[config.mk]
export PLATFORM = sky130hd
export DESIGN_NAME = i2c_eeprom_master_controller
export DESIGN_NICKNAME = d
export VERILOG_FILES = /design/src/i2cee_pkg.sv /design/src/i2cee_cfg.sv /design/src/i2cee_seq.sv /design/src/i2c_eeprom_master_controller.sv
export SDC_FILE = /design/constraint.sdc
export NUM_CORES = 1
export LEC_CHECK = 0
export ABC_CLOCK_PERIOD_IN_PS = 6500
export BUFFER_PORTS_ARGS = -buffer_cell sky130_fd_sc_hd__buf_2
export CAP_MARGIN = 0
export CELL_PAD_IN_SITES_DETAIL_PLACEMENT = 0
export CELL_PAD_IN_SITES_GLOBAL_PLACEMENT = 2
export CORE_MARGIN = 5
export CORE_UTILIZATION = 37
export DETAILED_ROUTE_END_ITERATION = 10
export GPL_ROUTABILITY_DRIVEN = 0
export PLACE_DENSITY = 0.81
export SLEW_MARGIN = 20
export SYNTH_ARGS = -nofsm -noshare
export SYNTH_HDL_FRONTEND = slang
export SYNTH_SLANG_ARGS = --single-unit
[constraint.sdc]
create_clock -name aclk -period 6.5 [get_ports aclk]
set_input_delay 0.325 -clock aclk [delete_from_list [all_inputs] [get_ports aclk]]
set_output_delay 0.325 -clock aclk [all_outputs]
set_load 0.01 [all_outputs]
[src/i2cee_pkg.sv]
// Shared types and constants for the I2C serial memory controller.
// Used by i2cee_cfg, i2cee_seq and the top level; no dependencies.
package i2cee_pkg;

    typedef struct packed {
        logic [1:0]  command;
        logic [15:0] mem_address;
        logic [15:0] byte_count;
        logic [7:0]  write_data;
        logic        write_data_valid;
        logic        sda_in;
    } in_item_t;

    typedef struct packed {
        logic       scl;
        logic       sda_out;
        logic [7:0] read_data;
        logic       read_valid;
        logic       read_last;
        logic       write_data_request;
        logic       busy_res;
        logic       done_res;
        logic [1:0] status;
    } out_item_t;

    typedef struct packed {
        logic [6:0]  device_address;
        logic [3:0]  page_size_log2;
        logic [15:0] poll_limit;
    } cfg_t;

    localparam logic [1:0] CMD_NONE  = 2'd0;
    localparam logic [1:0] CMD_READ  = 2'd1;
    localparam logic [1:0] CMD_WRITE = 2'd2;
    localparam logic [1:0] CMD_PROBE = 2'd3;

    localparam logic [1:0] STAT_OK      = 2'd0;
    localparam logic [1:0] STAT_NACK    = 2'd1;
    localparam logic [1:0] STAT_TIMEOUT = 2'd2;

    localparam logic [1:0] REG_DEVICE_ADDRESS = 2'd0;
    localparam logic [1:0] REG_PAGE_SIZE_LOG2 = 2'd1;
    localparam logic [1:0] REG_POLL_LIMIT     = 2'd2;

    localparam logic [6:0]  RST_DEVICE_ADDRESS = 7'd80;
    localparam logic [3:0]  RST_PAGE_SIZE_LOG2 = 4'd6;
    localparam logic [15:0] RST_POLL_LIMIT     = 16'd1000;

endpackage

[src/i2cee_cfg.sv]
// Configuration register file: device address, page size and poll limit.
// Depends on i2cee_pkg.
module i2cee_cfg (
    input  logic             aclk,
    input  logic             aresetn,
    input  logic             cfg_wr,
    input  logic [1:0]       cfg_index,
    input  logic [15:0]      cfg_data,
    output i2cee_pkg::cfg_t  cfg
);

    i2cee_pkg::cfg_t cfg_reg;

    always_ff @(posedge aclk) begin
        if (!aresetn) begin
            cfg_reg.device_address <= i2cee_pkg::RST_DEVICE_ADDRESS;
            cfg_reg.page_size_log2 <= i2cee_pkg::RST_PAGE_SIZE_LOG2;
            cfg_reg.poll_limit     <= i2cee_pkg::RST_POLL_LIMIT;
        end else if (cfg_wr) begin
            case (cfg_index)
                i2cee_pkg::REG_DEVICE_ADDRESS: cfg_reg.device_address <= cfg_data[6:0];
                i2cee_pkg::REG_PAGE_SIZE_LOG2: cfg_reg.page_size_log2 <= cfg_data[3:0];
                i2cee_pkg::REG_POLL_LIMIT:     cfg_reg.poll_limit     <= cfg_data;
                default: ;
            endcase
        end
    end

    assign cfg = cfg_reg;

endmodule

[src/i2cee_seq.sv]
// Bus sequencer: state registers and the per-tick next-state and line logic.
// Depends on i2cee_pkg.
module i2cee_seq #(
    parameter int ADDRESS_BITS = 16
) (
    input  logic                 aclk,
    input  logic                 aresetn,
    input  logic                 advance,
    input  i2cee_pkg::cfg_t      cfg,
    input  i2cee_pkg::in_item_t  item,
    output i2cee_pkg::out_item_t result
);

    localparam logic [4:0] ST_IDLE         = 5'd0;
    localparam logic [4:0] ST_START        = 5'd1;
    localparam logic [4:0] ST_DEVW_TX      = 5'd2;
    localparam logic [4:0] ST_DEVW_ACK     = 5'd3;
    localparam logic [4:0] ST_AHI_TX       = 5'd4;
    localparam logic [4:0] ST_AHI_ACK      = 5'd5;
    localparam logic [4:0] ST_ALO_TX       = 5'd6;
    localparam logic [4:0] ST_ALO_ACK      = 5'd7;
    localparam logic [4:0] ST_RSTART       = 5'd8;
    localparam logic [4:0] ST_DEVR_TX      = 5'd9;
    localparam logic [4:0] ST_DEVR_ACK     = 5'd10;
    localparam logic [4:0] ST_RD_RX        = 5'd11;
    localparam logic [4:0] ST_RD_ACK       = 5'd12;
    localparam logic [4:0] ST_WR_WAIT      = 5'd13;
    localparam logic [4:0] ST_WR_TX        = 5'd14;
    localparam logic [4:0] ST_WR_ACK       = 5'd15;
    localparam logic [4:0] ST_PRESTOP      = 5'd16;
    localparam logic [4:0] ST_STOP_OK      = 5'd17;
    localparam logic [4:0] ST_STOP_NACK    = 5'd18;
    localparam logic [4:0] ST_STOP_TIMEOUT = 5'd19;

    logic [4:0]              state_reg,   state_next;
    logic [1:0]              phase_reg,   phase_next;
    logic [3:0]              bit_reg,     bit_next;
    logic [7:0]              shift_reg,   shift_next;
    logic [ADDRESS_BITS-1:0] addr_reg,    addr_next;
    logic [15:0]             left_reg,    left_next;
    logic [15:0]             poll_reg,    poll_next;
    logic [1:0]              op_reg,      op_next;

    always_comb begin
        logic        moved;
        logic [1:0]  ph;
        logic        last;
        logic        ack;
        logic [15:0] addr_ext;
        logic [15:0] pmask;
        logic [7:0]  dev;

        state_next = state_reg;
        phase_next = phase_reg;
        bit_next   = bit_reg;
        shift_next = shift_reg;
        addr_next  = addr_reg;
        left_next  = left_reg;
        poll_next  = poll_reg;
        op_next    = op_reg;
        moved      = 1'b0;
        ack        = 1'b0;
        dev        = {cfg.device_address, 1'b0};
        pmask      = (16'd1 << cfg.page_size_log2) - 16'd1;
        result     = '0;
        result.scl     = 1'b1;
        result.sda_out = 1'b1;

        if (state_reg == ST_IDLE && item.command != i2cee_pkg::CMD_NONE) begin
            op_next    = item.command;
            addr_next  = item.mem_address[ADDRESS_BITS-1:0];
            left_next  = item.byte_count;
            poll_next  = '0;
            shift_next = '0;
            phase_next = '0;
            bit_next   = '0;
            if (item.command == i2cee_pkg::CMD_WRITE) begin
                state_next = (item.byte_count != 16'd0) ? ST_PRESTOP : ST_STOP_OK;
            end else begin
                state_next = ST_START;
            end
        end

        addr_ext = 16'(addr_next);
        ph       = (phase_next == 2'd3) ? 2'd2 : phase_next;
        last     = (ph == 2'd2);

        if (state_next != ST_IDLE) begin
            result.busy_res = 1'b1;
            case (state_next)
                ST_START, ST_RSTART: begin
                    result.scl     = (ph != 2'd2);
                    result.sda_out = (ph == 2'd0);
                    if (last) begin
                        moved      = 1'b1;
                        phase_next = '0;
                        bit_next   = '0;
                        if (state_next == ST_START) begin
                            state_next = ST_DEVW_TX;
                            shift_next = dev;
                        end else begin
                            state_next = ST_DEVR_TX;
                            shift_next = dev | 8'd1;
                        end
                    end
                end
                ST_DEVW_TX, ST_AHI_TX, ST_ALO_TX, ST_DEVR_TX, ST_WR_TX: begin
                    result.scl     = (ph == 2'd1);
                    result.sda_out = shift_next[7];
                    if (last) begin
                        shift_next = {shift_next[6:0], 1'b0};
                        bit_next   = bit_next + 4'd1;
                        moved      = 1'b1;
                        phase_next = '0;
                        if (bit_next >= 4'd8) begin
                            state_next = state_next + 5'd1;
                            bit_next   = '0;
                        end
                    end
                end
                ST_DEVW_ACK, ST_AHI_ACK, ST_ALO_ACK, ST_DEVR_ACK, ST_WR_ACK: begin
                    result.scl     = (ph == 2'd1);
                    result.sda_out = 1'b1;
                    if (ph == 2'd1) begin
                        shift_next = {7'd0, item.sda_in};
                    end
                    if (last) begin
                        ack        = ~shift_next[0];
                        moved      = 1'b1;
                        phase_next = '0;
                        bit_next   = '0;
                        case (state_next)
                            ST_DEVW_ACK: begin
                                if (ack) begin
                                    if (op_next == i2cee_pkg::CMD_PROBE) begin
                                        state_next = ST_STOP_OK;
                                    end else if (ADDRESS_BITS > 8) begin
                                        state_next = ST_AHI_TX;
                                        shift_next = addr_ext[15:8];
                                    end else begin
                                        state_next = ST_ALO_TX;
                                        shift_next = addr_ext[7:0];
                                    end
                                end else if (op_next == i2cee_pkg::CMD_WRITE) begin
                                    poll_next  = poll_next + 16'd1;
                                    state_next = (poll_next >= cfg.poll_limit) ?
                                                 ST_STOP_TIMEOUT : ST_START;
                                end else begin
                                    state_next = ST_STOP_NACK;
                                end
                            end
                            ST_AHI_ACK: begin
                                if (ack) begin
                                    state_next = ST_ALO_TX;
                                    shift_next = addr_ext[7:0];
                                end else begin
                                    state_next = ST_STOP_NACK;
                                end
                            end
                            ST_ALO_ACK: begin
                                if (!ack) begin
                                    state_next = ST_STOP_NACK;
                                end else if (op_next == i2cee_pkg::CMD_WRITE) begin
                                    state_next = ST_WR_WAIT;
                                end else begin
                                    state_next = ST_RSTART;
                                end
                            end
                            ST_DEVR_ACK: begin
                                if (!ack) begin
                                    state_next = ST_STOP_NACK;
                                end else if (left_next == 16'd0) begin
                                    state_next = ST_STOP_OK;
                                end else begin
                                    state_next = ST_RD_RX;
                                    shift_next = '0;
                                end
                            end
                            default: begin
                                if (!ack) begin
                                    state_next = ST_STOP_NACK;
                                end else begin
                                    addr_next = addr_next + ADDRESS_BITS'(1);
                                    left_next = left_next - 16'd1;
                                    if (left_next == 16'd0) begin
                                        state_next = ST_STOP_OK;
                                    end else if ((16'(addr_next) & pmask) == 16'd0) begin
                                        poll_next  = '0;
                                        state_next = ST_PRESTOP;
                                    end else begin
                                        state_next = ST_WR_WAIT;
                                    end
                                end
                            end
                        endcase
                    end
                end
                ST_RD_RX: begin
                    result.scl     = (ph == 2'd1);
                    result.sda_out = 1'b1;
                    if (ph == 2'd1) begin
                        shift_next = {shift_next[6:0], item.sda_in};
                    end
                    if (last) begin
                        bit_next   = bit_next + 4'd1;
                        moved      = 1'b1;
                        phase_next = '0;
                        if (bit_next >= 4'd8) begin
                            result.read_valid = 1'b1;
                            result.read_data  = shift_next;
                            result.read_last  = (left_next <= 16'd1);
                            state_next        = ST_RD_ACK;
                            bit_next          = '0;
                        end
                    end
                end
                ST_RD_ACK: begin
                    result.scl     = (ph == 2'd1);
                    result.sda_out = (left_next <= 16'd1);
                    if (last) begin
                        left_next  = left_next - 16'd1;
                        addr_next  = addr_next + ADDRESS_BITS'(1);
                        moved      = 1'b1;
                        phase_next = '0;
                        bit_next   = '0;
                        if (left_next == 16'd0) begin
                            state_next = ST_STOP_OK;
                        end else begin
                            state_next = ST_RD_RX;
                            shift_next = '0;
                        end
                    end
                end
                ST_WR_WAIT: begin
                    result.scl                = 1'b0;
                    result.sda_out            = 1'b1;
                    result.write_data_request = 1'b1;
                    moved                     = 1'b1;
                    phase_next                = '0;
                    if (item.write_data_valid) begin
                        state_next = ST_WR_TX;
                        bit_next   = '0;
                        shift_next = item.write_data;
                    end
                end
                ST_PRESTOP, ST_STOP_OK, ST_STOP_NACK, ST_STOP_TIMEOUT: begin
                    result.scl     = (ph != 2'd0);
                    result.sda_out = (ph == 2'd2);
                    if (last) begin
                        moved      = 1'b1;
                        phase_next = '0;
                        bit_next   = '0;
                        if (state_next == ST_PRESTOP) begin
                            state_next = ST_START;
                        end else begin
                            result.done_res = 1'b1;
                            if (state_next == ST_STOP_OK) begin
                                result.status = i2cee_pkg::STAT_OK;
                            end else if (state_next == ST_STOP_NACK) begin
                                result.status = i2cee_pkg::STAT_NACK;
                            end else begin
                                result.status = i2cee_pkg::STAT_TIMEOUT;
                            end
                            state_next = ST_IDLE;
                        end
                    end
                end
                default: begin
                    state_next = ST_IDLE;
                    phase_next = '0;
                    bit_next   = '0;
                    moved      = 1'b1;
                end
            endcase
            if (!moved) begin
                phase_next = phase_next + 2'd1;
            end
        end
    end

    always_ff @(posedge aclk) begin
        if (!aresetn) begin
            state_reg <= ST_IDLE;
            phase_reg <= '0;
            bit_reg   <= '0;
            shift_reg <= '0;
            addr_reg  <= '0;
            left_reg  <= '0;
            poll_reg  <= '0;
            op_reg    <= '0;
        end else if (advance) begin
            state_reg <= state_next;
            phase_reg <= phase_next;
            bit_reg   <= bit_next;
            shift_reg <= shift_next;
            addr_reg  <= addr_next;
            left_reg  <= left_next;
            poll_reg  <= poll_next;
            op_reg    <= op_next;
        end
    end

endmodule

[src/i2c_eeprom_master_controller.sv]
// I2C master for a serial memory with 16-bit word addresses: input and
// result registers around the sequencer. Depends on i2cee_pkg, i2cee_cfg
// and i2cee_seq.
//
// Usage: every transfer on the s_ channel is one bus tick. It carries the
// sampled SDA level and may carry a command (read, write or probe), which
// is taken only while the sequencer is idle. Every tick yields exactly one
// result transfer on the m_ channel with the SCL and SDA levels to drive,
// any completed read byte, the write data request and the done/status flags.
// Write bytes are offered with write_data_valid on a tick that sees the
// request; SCL stays low until one arrives.
// Flow: a tick accepted into the input register passes through the
// sequencer logic and is registered in the result register. Throughput is
// one tick per cycle while the m_ receiver does not stall, set by the single
// pass of sequencer logic between the input register and the result register.
// When the m_ receiver stalls, the result register holds, the input
// register fills, and s_ready drops until the result is taken.
// Reset (synchronous, active low) empties both registers, returns the
// sequencer to idle and restores the configuration defaults. The cfg_
// channel is always ready; write it only while the block is idle.
module i2c_eeprom_master_controller #(
    parameter int ADDRESS_BITS = 16
) (
    input  logic                 aclk,
    input  logic                 aresetn,
    input  logic                 s_valid,
    output logic                 s_ready,
    input  i2cee_pkg::in_item_t  s_data,
    output logic                 m_valid,
    input  logic                 m_ready,
    output i2cee_pkg::out_item_t m_data,
    input  logic                 cfg_valid,
    output logic                 cfg_ready,
    input  logic [1:0]           cfg_index,
    input  logic [15:0]          cfg_data
);

    i2cee_pkg::in_item_t  in_reg;
    logic                 in_valid_reg;
    i2cee_pkg::out_item_t out_reg;
    logic                 out_valid_reg;
    i2cee_pkg::out_item_t step_result;
    i2cee_pkg::cfg_t      cfg;
    logic                 advance;

    assign advance   = in_valid_reg && (!out_valid_reg || m_ready);
    assign s_ready   = !in_valid_reg || advance;
    assign cfg_ready = 1'b1;
    assign m_valid   = out_valid_reg;
    assign m_data    = out_reg;

    i2cee_cfg u_cfg (
        .aclk      (aclk),
        .aresetn   (aresetn),
        .cfg_wr    (cfg_valid && cfg_ready),
        .cfg_index (cfg_index),
        .cfg_data  (cfg_data),
        .cfg       (cfg)
    );

    i2cee_seq #(
        .ADDRESS_BITS (ADDRESS_BITS)
    ) u_seq (
        .aclk    (aclk),
        .aresetn (aresetn),
        .advance (advance),
        .cfg     (cfg),
        .item    (in_reg),
        .result  (step_result)
    );

    always_ff @(posedge aclk) begin
        if (!aresetn) begin
            in_valid_reg  <= 1'b0;
            out_valid_reg <= 1'b0;
        end else begin
            if (s_valid && s_ready) begin
                in_valid_reg <= 1'b1;
            end else if (advance) begin
                in_valid_reg <= 1'b0;
            end
            if (advance) begin
                out_valid_reg <= 1'b1;
            end else if (m_ready) begin
                out_valid_reg <= 1'b0;
            end
        end
    end

    always_ff @(posedge aclk) begin
        if (s_valid && s_ready) begin
            in_reg <= s_data;
        end
        if (advance) begin
            out_reg <= step_result;
        end
    end

endmodule
* Word-level counts from Yosys, hierarchy flattened
Index checks and enable logic that the tools add are counted.
** Operators by class
- Add/sub/neg operators :: 7
- Order comparisons :: 3
- Equal/unequal tests :: 28
- Shift-type cells :: 1
- Multiplexer cells :: 105
- Bitwise gates (word level) :: 4
- Reductions and logical operators :: 36
** Operators with widths (count)
- 16-bit two-way mux :: 21
- 8-bit two-way mux :: 17
- 5-bit two-way mux :: 24
- 16-bit case mux with 2 select lines :: 3
- 16-bit zero test :: 3
- 8-bit case mux with 6 select lines :: 1
- 5-bit by 4-bit equality test with 1-bit output (second input constant) :: 8
- 5-bit case mux with 7 select lines :: 1
- 16-bit by 1-bit adder with 16-bit output (second input constant) :: 2
- 4-bit two-way mux :: 8
- 16-bit by 1-bit subtractor with 16-bit output (second input constant) :: 2
- 8-bit case mux with 3 select lines :: 1
- 2-bit two-way mux :: 11
- 5-bit by 3-bit equality test with 1-bit output (second input constant) :: 4
- 5-bit equality test (second input constant) :: 4
- 5-bit case mux with 4 select lines :: 1
- 18-bit OR reduction :: 1
- 16-bit AND :: 1
- 16-bit greater-or-equal comparator :: 1
- 16-bit by 1-bit less-or-equal comparator with 1-bit output (second input constant) :: 1
- 16-bit nonzero test :: 1
- 1-bit by 4-bit left shift with 16-bit output (first input constant) :: 1
- 5-bit OR reduction :: 3
- 2-bit equality test (second input constant) :: 6
- other kinds (28) :: 58
** Word-level totals
- Bits in registers :: 159
- Input port bits :: 67

* Depth between registers and ports, before layout
Gate-level depths: netlist of run 1.
- Word-level depth :: 15
- Mapped depth :: 30
- Depth with buffers taken out :: 23

* By module
Synthesis of run 1 repeated with hierarchy kept, for this count alone.
** Second synthesis, totals
- Cell total of the unflattened synthesis :: 1412
- Area total of the unflattened synthesis :: 11405.9 um^2
** By module, submodules not included
- i2cee_seq :: times used 1, cells an instance 1224, area each 8340.5 um^2, seq. area each 1381.3 um^2
- i2c_eeprom_master_controller :: times used 1, cells an instance 72, area each 1946.9 um^2, seq. area each 1871.8 um^2
- i2cee_cfg :: times used 1, cells an instance 116, area each 1118.6 um^2, seq. area each 540.5 um^2

* Worst setup path after synthesis of run 1
Ideal clock, no wire load.
- Kind :: register to register
- Start :: reg in_reg[42] (netlist name)
- End :: reg u_seq.state_reg[4]
- Arrival :: 5.434 ns
- Required time :: 6.366 ns
- Setup slack :: 0.933 ns
- Stages on the path, launching flop included :: 30
- Path buffers :: 6
- Cells stage by stage :: edfxtp_1 > or2_2 > nand3_2 > buf_2 > clkbuf_1 > buf_2 > clkbuf_1 > buf_1 > clkbuf_1 > nand2_1 > inv_1 > ha_1 > and3_1 > and3_1 > and3_1 > and3_1 > nand3_1 > xor2_1 > nor2_1 > ha_1 > a21o_1 > a21oi_1 > nor2b_1 > o31ai_1 > o31ai_1 > a21oi_1 > nand3_1 > a21o_1 > a311oi_1 > a211oi_1
** Between the ends
- Longest elaborated chain between the ends :: 14
** RTL lines
- start, declared :: line i2c_eeprom_master_controller.sv:38 : i2cee_pkg::in_item_t in_reg;
- start signal, assigned :: line i2c_eeprom_master_controller.sv:92 : in_reg <= s_data;
- parallel branches: the longest is 13 deep, another holds 16-bit by 1-bit adder with 16-bit output
- 5-bit two-way mux (*) :: line i2cee_seq.sv:88 : if (state_next != ST_IDLE) begin
- end signal, assigned :: line i2cee_seq.sv:292 : state_reg <= state_next;
- end, declared :: line i2cee_seq.sv:35 : logic [4:0] state_reg, state_next;
Every way passes the cells marked *. The select of a mux whose other input is x is not followed.
A chain may end at the register's enable or synchronous reset.

* Worst setup path in the final report of run 1
- Start :: reg in_reg[19] (netlist name)
- End :: reg u_seq.addr_reg[9]
** Between the ends
- Longest elaborated chain between the ends :: 10
** RTL lines
- 16-bit nonzero test (*) :: line i2cee_seq.sv:78 : state_next = (item.byte_count != 16'd0) ? ST_PRESTOP : ST_STOP_OK;
- 1-bit two-way mux (*) :: line i2cee_seq.sv:78
- 5-bit two-way mux (*) :: line i2cee_seq.sv:77 : if (item.command == i2cee_pkg::CMD_WRITE) begin
- 5-bit two-way mux (*) :: line i2cee_seq.sv:69 : if (state_reg == ST_IDLE && item.command != i2cee_pkg::CMD_NONE) begin
- 5-bit by 2-bit equality test with 1-bit output (tied with other cells) :: line i2cee_seq.sv:90, i2cee_seq.sv:132
- 4-bit OR reduction (no source line)
- 16-bit two-way mux :: line i2cee_seq.sv:132 : case (state_next)
- 16-bit two-way mux :: line i2cee_seq.sv:127 : if (last) begin
- 16-bit case mux with 2 select lines :: line i2cee_seq.sv:90 : case (state_next)
- 16-bit two-way mux (*) :: line i2cee_seq.sv:88
- end signal, assigned :: line i2cee_seq.sv:296 : addr_reg <= addr_next;
- end, declared :: line i2cee_seq.sv:39 : logic [ADDRESS_BITS-1:0] addr_reg, addr_next;
Every way passes the cells marked *; elsewhere a longest branch is shown, timed or not.

==> qor.yml, run 1 <==
grt:
  grt_max_degree: 65
  grt_pass1_wl_um: 64700
  grt_use_met2: 0.409
  grtUsageMet3: 0.0481
  grt_use_total: 0.248
  grt_pass1_vias: 10700
  grt_overflow: 0
  use_met1: 0.327
  antenna_found_initial: 0
  busiest_layer: "met2"
clocking:
  cts_sinks: 159
  tritoncts: "done"
  insertion_delay_ns: 0.47
  cts.htree.levels: 4
  numCtsBuffers: 17
  hold_buffers: 0
  clkTransAtPathRegs_ns: 0.08
  clock-root-buffer: "clkbuf_16"
  post_cts_buffers: 0
  ctsResizeCount: 0
  max-clock-path-buffers: 2
routing:
  wl_per_cell_um: 22.9
  drc: 0
  antenna_left: 0
  viasPerCell: 6.09
  wl_um: 42400
  drt_iter0_markers: 1124
  via_count: 11300
  dr.pass1.iters: 5
logic_synthesis:
  synth-edff-count: 61
  synth_seq_area_share: 0.339
  synth_top_flop_cell: "dfxtp_1"
  synth-seq-cells: 159
  synth_fp_nets: 1503
  netlist_area_mm2: 0.0112
  synthTopCellsByArea: "dfxtp_1 (18%), edfxtp_1 (16%), nand2_1 (5.5%)"
  netlist.top_cell.by_area: "dfxtp_1"
  ys_warn_count: 0
  async_flop_share: 0
  syn-mean-instance-area_um2: 7.95
  yosysUniqueCellTypes: 91
  synth_top_area_share: 0.176
  syn_inst: 1406
power:
  powerDensity_mw_per_mm2: 205
  clkPwrFrac: 0.400
  p_leak_nw: 4.69
  p_int_mw: 1.76
  total_power_mw: 2.57
  netSwitchingFraction: 0.313
  combPwrFrac: 0.161
  seq_power_share: 0.438
  ir_drop_uv: 194
  p_switching_mw: 0.803
timing:
  clock_skew_ns: 0.0150
  period_share: 0.925
  setup_tns_ns: 0
  hold_viol: 0
  setup_viol: 0
  tightestPinTransition_ns: 1.03
  relSlewSlack: 0.298
  slew_violations: 0
  fin_crit_ns: 6.01
  rsz0062_at_grt: "false"
  max_freq_mhz: 166
floorplan:
  dieArea_mm2: 0.0338
  rows: 63
  die_h_um: 184
  ios: 87
  initial_core_util: 0.376
  core-area_mm2: 0.0297
  die_width_um: 184
finish:
  drive_above_1_share: 0.127
  largest_register_ffs: 44
  final_nets: 1549
  diodes: 0
  syn2layout_area_growth_pct: 12.1
worst_setup_path:
  crit_slowest_cell: "nor4_1"
  crit_top_cell: "nor2_1"
  cp-start-kind: "flip-flop"
  critPathMaxFanout: 9
  worstPathArrival_ns: 6.32
  cp_num_buf_inv: 1
  cp-end-kind: "flip-flop"
  path_delay_family: "simple AND/OR/NAND/NOR gates"
  path_cells: "or4_1 > or4_1 > nor4_1 > nor2_1 > nor3_1 > nor2_1 > inv_1 > ha_1 > a21oi_1 > a211o_1 > a21oi_1 > nor2_1 > nand2_1 > nand2_1 > nor2_1 > a21oi_1 > a311oi_1 > a211oi_1"
  critPathMaxStageDelay_ns: 0.66
  critPathRequiredTime_ns: 6.81
  path_class: "flip-flop to flip-flop"
status:
  status: "complete, no violations"
worst_hold_path:
  hp-class: "input pin to flip-flop"
placed_design:
  io_buffer_count: 85
  hpwl_um: 30900
run:
  cap_violations: 0
==> power groups by stage <==
stage	clock [mW]	sequential, mW	combinational [mW]
after floorplan	0	1.13	0.276
final	1.03	1.12	0.414
after CTS	1.05	1.12	0.410
after global placement	0	1.15	0.408
after detailed placement	0	1.15	0.408
after global routing	1.10	1.13	0.449
==> layer usage <==
layer,part of all wire,wire length [µm]
met2,0.48,20200
met1,0.43,18300
met4,0.029,1230
met3,0.063,2670
met5,0,0
==> cell type report <==
type,count,area [µm²]
Multi-Input combinational cell,1112,6830
Clock inverter,15,150
Clock buffer,17,425
Tap cell,390,488
Fill cell,2994,17200
Inverter,43,161
Sequential cell,159,3790
Timing Repair Buffer,119,681
==> worst register-to-register path, delay by kind of cell, from the launching register on <==
| family | cells | cell delay, ns |
|---|---|---|
| AO/OA/AOI/OAI | 6 | 1.43 |
| adder cells (fa/ha/maj) | 1 | 0.35 |
| buffers and inverters | 1 | 0.12 |
| flip-flops | 1 | 0.46 |
| AND/OR/NAND/NOR | 10 | 3.49 |
==> layout by cell type (no fill, tap or decap), drive strengths merged, types with 21 or more instances in the layout <==
cell type | netlist | final
nand2 | 165 | 165
nor2 | 164 | 164
a21oi | 120 | 120
buf | 30 | 119
dfxtp | 98 | 98
o21ai | 85 | 85
edfxtp | 61 | 61
inv | 43 | 52
mux2i | 48 | 48
nand3 | 47 | 47
nor3 | 44 | 44
xnor2 | 32 | 32
ha | 30 | 30
o22ai | 26 | 26
and3 | 23 | 23
o211ai | 21 | 21
==> final timing paths <==
kind	start	to	slack, ns	cells after the start
setup / recovery	in_reg[19]	u_seq.addr_reg[9]	0.49	18
setup reg to reg	in_reg[19]	u_seq.addr_reg[9]	0.49	18
hold / removal	s_data[33]	in_reg[33]	0.03	1
hold reg to reg	u_cfg.cfg[2]	u_cfg.cfg[2]	0.45	2
==> Yosys cell counts (32+ instances only) <==
cell type,number
nand2_1,165
nor2_1,163
a21oi_1,120
dfxtp_1,98
o21ai_0,85
clkbuf_1,62
edfxtp_1,61
mux2i_1,48
nand3_1,46
inv_1,42
nor3_1,41
xnor2_1,32
==> stage by stage <==
step / worst slack, ns / area [µm²] / cells / util / hold slack (ns)
finish: 0.490 / 12500 / 1855 / 0.422 / 0.0270
CTS: 0.652 / 12500 / 1855 / 0.422 / 0.00971
global route: 0.191 / 12500 / 1855 / 0.422 / 0.0103
floorplan: 0.933 / 11200 / 1406 / - / 0.424
global placement: 0.804 / 12000 / 1823 / 0.402 / 0.442
detailed placement: 0.655 / 12000 / 1823 / 0.402 / 0.449
==> cell families after synthesis <==
| kind of cell | count (synthesis) | share of synthesized area |
|---|---|---|
| and+or+nand+nor | 548 | 0.234 |
| buffers and inverters | 135 | 0.0502 |
| other | 1 | 0.000336 |
| muxes | 55 | 0.0504 |
| AOI/OAI and AO/OA | 428 | 0.253 |
| DFF | 159 | 0.339 |
| adders and majority gates | 30 | 0.0336 |
| xor gates and xnor gates | 50 | 0.0392 |
Power figures use the tool's default switching activity.
==> inputs of run 2 (changes only) <==
--- a/config.mk
+++ b/config.mk
@@ -5,16 +5,17 @@
 export SDC_FILE = /design/constraint.sdc
 export NUM_CORES = 1
 export LEC_CHECK = 0
+export ABC_AREA = 1
 export ABC_CLOCK_PERIOD_IN_PS = 6500
 export BUFFER_PORTS_ARGS = -buffer_cell sky130_fd_sc_hd__buf_2
 export CAP_MARGIN = 0
 export CELL_PAD_IN_SITES_DETAIL_PLACEMENT = 0
 export CELL_PAD_IN_SITES_GLOBAL_PLACEMENT = 2
 export CORE_MARGIN = 5
-export CORE_UTILIZATION = 37
+export CORE_UTILIZATION = 34
 export DETAILED_ROUTE_END_ITERATION = 10
 export GPL_ROUTABILITY_DRIVEN = 0
-export PLACE_DENSITY = 0.81
+export PLACE_DENSITY = 0.79
 export SLEW_MARGIN = 20
 export SYNTH_ARGS = -nofsm -noshare
 export SYNTH_HDL_FRONTEND = slang
==> run 2 against run 1 <==
Area after synthesis is 5.1% higher; combinational power is 40% higher; critical path type unchanged; power is 5.8% higher; clock-buffer cell count is 5 higher; hold slack better by 0.018 ns; largest power group unchanged; sequential power hardly changed.
==> qor.yml, run 2 <==
status:
  status: "complete, no violations"
finish:
  largest_register_ffs: 44
  regArea_mm2: 0.00379
  drive_above_1_share: 0.125
  layout_commonest_cell: "nand2_1"
  final_nets: 1908
  diodes: 0
  syn2layout_area_growth_pct: 11.5
  multiInputGateArea_mm2: 0.00671
  nFillCells: 3655
  mostFrequentLayoutCells: "nand2_1 (409), inv_1 (209), a21oi_1 (177)"
worst_setup_path:
  reg2reg_slack_ns: 1.26
  crit_slowest_cell: "dfxtp_1"
  timing.rr.end: "u_seq.state_reg[4]"
  r2r_start: "u_seq.state_reg[2]"
  cp-start-kind: "flip-flop"
  worstPathArrival_ns: 5.61
  critPathMaxStageDelay_ns: 0.52
  rr_worst_depth: 30
  critPathMaxFanout: 52
  crit_top_cell: "nand2_1"
  path_class: "flip-flop to flip-flop"
  cp-end-kind: "flip-flop"
  critPathRequiredTime_ns: 6.87
routing:
  dr.pass1.iters: 9
  drc: 0
  viasPerCell: 5.37
  drt_iter0_markers: 967
  wl_per_cell_um: 18.9
  antenna_left: 0
  wl_um: 43100
  via_count: 12200
clocking:
  ctsResizeCount: 0
  post_cts_buffers: 0
  cts.htree.levels: 4
  hold_buffers: 0
  clkTransAtPathRegs_ns: 0.07
  numCtsBuffers: 17
  max-clock-path-buffers: 2
  clock-root-buffer: "clkbuf_16"
  insertion_delay_ns: 0.45
  cts_sinks: 159
  tritoncts: "done"
timing:
  tightestPinTransition_ns: 1.07
  max_freq_mhz: 191
  slew_violations: 0
  rsz0062_at_grt: "false"
  clock_skew_ns: 0.0113
  holdWs_ns: 0.0454
  period_share: 0.806
  fin_crit_ns: 5.24
  fin_ws_ns: 1.26
  hold_viol: 0
  setup_tns_ns: 0
  relSlewSlack: 0.284
  setup_viol: 0
grt:
  grt_overflow: 0
  grt_use_met2: 0.377
  busiest_layer: "met2"
  antenna_found_initial: 1
  grt_use_total: 0.223
  grtUsageMet3: 0.0361
  grt_max_degree: 86
  use_met1: 0.295
  grt_pass1_vias: 11800
  grt_pass1_wl_um: 67500
worst_hold_path:
  hp-class: "input pin to flip-flop"
  min_path_cells: 1
  hp-start: "s_data[3]"
  min_to: "in_reg[3]"
floorplan:
  dieArea_mm2: 0.0384
  die_width_um: 196
  initial_core_util: 0.343
  core-area_mm2: 0.0343
  ios: 87
  die_h_um: 196
  rows: 68
logic_synthesis:
  ys_warn_count: 0
  syn_inst: 1766
  synth_top_area_share: 0.167
  yosysUniqueCellTypes: 55
  synth_fp_nets: 1863
  synthTopCellsByArea: "dfxtp_1 (17%), edfxtp_1 (16%), nand2_1 (13%)"
  netlist.top_cell.by_area: "dfxtp_1"
  netlist_top_cells_count: "nand2_1 (410), inv_1 (210), a21oi_1 (177), o21ai_0 (173), nor2_1 (131)"
  synth_top_flop_cell: "dfxtp_1"
  synth-edff-count: 61
  syn-mean-instance-area_um2: 6.65
  async_flop_share: 0
  synth-seq-cells: 159
  netlist_area_mm2: 0.0117
  synth_most_common_cell: "nand2_1"
  synth_seq_area_share: 0.323
run:
  cap_violations: 0
placed_design:
  place_ws_ns: 1.38
  hpwl_um: 30400
  io_buffer_count: 85
power:
  p_int_mw: 1.82
  combPwrFrac: 0.213
  ir_drop_uv: 193
  powerDensity_mw_per_mm2: 207
  p_switching_mw: 0.894
  p_leak_nw: 5.55
  seq_power_share: 0.411
  netSwitchingFraction: 0.329
  clkPwrFrac: 0.376
==> run 2: cells by family after synthesis <==
logic type / after synthesis / share of synthesized area
other cells: 1 / 0.000319
simple gates: 768 / 0.296
fa+ha+maj: 30 / 0.0320
xor+xnor: 20 / 0.0149
buf+inv: 308 / 0.106
flops: 159 / 0.323
compound gates: 480 / 0.228
==> run 2: how the worst max path moves through the flow <==
| stage | start | endpoint | slack, ns | cells past startpoint |
|---|---|---|---|---|
| after floorplan | in_reg[42] | u_seq.state_reg[4] | 2.09 | 33 |
| after global placement | u_seq.state_reg[2] | u_seq.state_reg[4] | 1.59 | 30 |
| after detailed placement | u_seq.state_reg[2] | u_seq.state_reg[4] | 1.38 | 30 |
| after CTS | u_seq.state_reg[2] | u_seq.state_reg[4] | 1.35 | 30 |
| after global routing | u_seq.state_reg[2] | u_seq.state_reg[4] | 0.84 | 30 |
| final | u_seq.state_reg[2] | u_seq.state_reg[4] | 1.26 | 30 |
==> run 2: power groups by stage <==
| stage | combinational [mW] | clock (mW) | sequential, mW |
|---|---|---|---|
| 2_1_floorplan | 0.403 | 0 | 1.13 |
| 3_3_place_gp | 0.576 | 0 | 1.14 |
| 3_5_place_dp | 0.576 | 0 | 1.14 |
| 4_1_cts | 0.578 | 1.06 | 1.11 |
| 5_1_grt | 0.649 | 1.10 | 1.12 |
| 6_report | 0.579 | 1.02 | 1.11 |
==> run 2: cell type report <==
type,instances,area share
multi-input cells,1299,0.513
flip-flops and latches,159,0.290
inverters,230,0.0661
well taps,455,0.0435
repair buffers,104,0.0434
clock buffers,22,0.0371
clock inverters,10,0.00746
==> run 2: metrics by stage <==
step                cells  utilization  total power, mW  area (µm²)
global placement     2247        0.365             1.71       12500
CTS                  2279        0.382             2.75       13100
floorplan            1766            -             1.53       11700
detailed placement   2247        0.365             1.71       12500
global route         2279        0.382             2.87       13100
finish               2279        0.382             2.71       13100
==> run 2: routing by layer <==
metal	up-vias	wire length, µm
met5	-	0
met4	0	1050
met3	72	2490
met2	398	20200
met1	5716	19300
li1	6043	-
==> run 2: critical path: cells and delay by family (launching register included) <==
| family | cells | cell delay (ns) |
|---|---|---|
| flip-flops | 1 | 0.52 |
| AND/OR/NAND/NOR | 21 | 3.07 |
| XOR/XNOR | 1 | 0.17 |
| buffers and inverters | 4 | 0.52 |
| AO/OA/AOI/OAI | 2 | 0.32 |
| adder cells (fa/ha/maj) | 2 | 0.53 |
==> inputs of run 3 (changes only) <==
--- a/config.mk
+++ b/config.mk
@@ -5,17 +5,17 @@
 export SDC_FILE = /design/constraint.sdc
 export NUM_CORES = 1
 export LEC_CHECK = 0
-export ABC_AREA = 1
-export ABC_CLOCK_PERIOD_IN_PS = 6500
+export ABC_AREA = 0
+export ABC_CLOCK_PERIOD_IN_PS = 4900
 export BUFFER_PORTS_ARGS = -buffer_cell sky130_fd_sc_hd__buf_2
 export CAP_MARGIN = 0
 export CELL_PAD_IN_SITES_DETAIL_PLACEMENT = 0
 export CELL_PAD_IN_SITES_GLOBAL_PLACEMENT = 2
 export CORE_MARGIN = 5
-export CORE_UTILIZATION = 34
+export CORE_UTILIZATION = 37
 export DETAILED_ROUTE_END_ITERATION = 10
 export GPL_ROUTABILITY_DRIVEN = 0
-export PLACE_DENSITY = 0.79
+export PLACE_DENSITY = 0.81
 export SLEW_MARGIN = 20
 export SYNTH_ARGS = -nofsm -noshare
 export SYNTH_HDL_FRONTEND = slang
==> constraint.sdc (replaced) <==
create_clock -name aclk -period 4.9 [get_ports aclk]
set_input_delay 0.245 -clock aclk [delete_from_list [all_inputs] [get_ports aclk]]
set_output_delay 0.245 -clock aclk [all_outputs]
set_load 0.01 [all_outputs]
==> run 3 against run 2 <==
Clock skew grew 0.0048 ns; design area grew 5.4%; largest cell class unchanged; sequential share of layout area shrank 1.5 points; hold slack lost 0.021 ns; highest routed layer unchanged; non-clock buffer count grew 153; clock power grew 34%; final cell count shrank 13%; largest power group unchanged; critical path depth shrank 12; combinational power grew 7.1%; routed wire length grew 0.16%; sequential power grew 34%; global-route usage grew 2.9 points.
==> qor.yml, run 3 (synthesis gave the netlist of run 1 again) <==
clocking:
  tritoncts: "done"
  cts.htree.levels: 4
  max-clock-path-buffers: 2
  insertion_delay_ns: 0.45
  cts_sinks: 159
  numCtsBuffers: 17
  clkTransAtPathRegs_ns: 0.07
  clock-root-buffer: "clkbuf_16"
routing:
  antenna_left: 0
  viasPerCell: 5.89
  wl_um: 43200
  drt_iter0_markers: 1167
  topRoutingLayerUsed: "met4"
  dr.pass1.iters: 5
  wl_met2_um: 20100
  wl_met1_um: 19300
  drc: 0
  wl_per_cell_um: 21.7
  via_count: 11700
  wl_met3_um: 2570
worst_setup_path:
  cp-end-kind: "flip-flop"
  critPathMaxFanout: 8
  critPathRequiredTime_ns: 5.09
  path_class: "flip-flop to flip-flop"
  cp-start-kind: "flip-flop"
  worstPathArrival_ns: 4.82
floorplan:
  core-area_mm2: 0.0297
  die_h_um: 184
  ios: 87
  rows: 63
  die_width_um: 184
  dieArea_mm2: 0.0338
  initial_core_util: 0.376
timing:
  hold_viol: 0
  fin_crit_ns: 4.63
  setup_viol: 0
  slew_violations: 0
  max_freq_mhz: 216
  fin_ws_ns: 0.270
  relSlewSlack: 0.272
  tightestPinTransition_ns: 1.09
  period_share: 0.945
  clock_skew_ns: 0.0160
finish:
  nFillCells: 3045
  largest_register_ffs: 44
  fin_area_mm2: 0.0138
  mostFrequentLayoutCells: "nand2_1 (164), nor2_1 (162), buf_4 (124)"
  diodes: 0
  final_nets: 1687
  layout_commonest_cell: "nand2_1"
  syn2layout_area_growth_pct: 23.4
  drive_above_1_share: 0.184
grt:
  grt_pass1_wl_um: 66400
  grt_pass1_vias: 11300
  antenna_found_initial: 0
  grt_max_degree: 46
  grt_use_total: 0.252
  grt_overflow: 0
power:
  total_power_mw: 3.48
  p_leak_nw: 5.35
  powerDensity_mw_per_mm2: 252
  ir_drop_uv: 251
worst_hold_path:
  hp-class: "input pin to flip-flop"
run:
  cap_violations: 0
placed_design:
  place_ws_ns: 0.0268
  hpwl_um: 31900
  dpl_cell_area_mm2: 0.0127
  io_buffer_count: 85
status:
  status: "complete, no violations"
run 3: cell count changes in the layout (fill, tap and decap cells not counted), sizes merged, moves of 48 or more:
cell,previous run,this run
buf,104,211
mux2i,0,48
o21ai,187,85
inv,233,50
a21oi,180,120
nand3,122,47
nand2,430,165
run 3: cell type report:
type / count / area, µm² / area share
clock inverters: 13 / 121 / 0.00880
well taps: 390 / 488 / 0.0354
flip-flops and latches: 159 / 3790 / 0.275
repair buffers: 257 / 1860 / 0.135
clock buffers: 19 / 464 / 0.0337
multi-input cells: 1112 / 6910 / 0.501
inverters: 43 / 161 / 0.0117
run 3: critical path, cell delays in order, from the launching register on:
cell and delay [ns]:
edfxtp_1 0.39, or4_1 0.58, or4_1 0.47, nor4_2 0.22, buf_4 0.17, nor2_1 0.05
nor3_2 0.13, nor2_1 0.13, inv_1 0.14, ha_1 0.18, buf_4 0.17, nor2_1 0.09
or3_1 0.33, a21oi_2 0.24, a2111oi_0 0.13, and2_1 0.22, nor2_1 0.16, nor2_1 0.07
or4_1 0.51
run 3: power by group:
group,switching [mW],total [mW],internal (mW)
Clock,0.614,1.37,0.751
Combinational,0.371,0.620,0.249
Sequential,0.0596,1.49,1.43
run 3: path summary, 6_finish.rpt:
path	depth (start not counted)	startpoint	slack (ns)	to
worst max register to register	18	in_reg[19]	0.27	m_data[15]
worst min register to register	2	u_cfg.cfg[12]	0.45	u_cfg.cfg[12]
worst max-delay path	18	in_reg[19]	0.27	m_data[15]
worst min-delay path	3	cfg_data[8]	0.02	u_cfg.cfg[8]
run 3: timing repair:
item,CTS,global route
hold endpoints to repair,46,0
setup buffers,0,1
hold buffers,46,0
setup endpoints to repair,0,42
resized for setup,0,17
run 3: stage by stage:
| step | cells | hold WS (ns) | TNS [ns] | util |
|---|---|---|---|---|
| after floorplan | 1406 | 0.344 | -0.00360 | - |
| after global placement | 1914 | 0.421 | -0.0110 | 0.426 |
| after detailed placement | 1914 | 0.423 | 0 | 0.426 |
| after CTS | 1992 | 0.00426 | 0 | 0.461 |
| after global routing | 1993 | 0.0279 | -0.210 | 0.464 |
| final | 1993 | 0.0245 | 0 | 0.464 |
run 3: per-layer routing:
layer | global-route usage | up-vias
met5 | 0 | -
met4 | 0.0745 | 0
met3 | 0.0386 | 70
met2 | 0.416 | 408
met1 | 0.342 | 5657
li1 | - | 5600
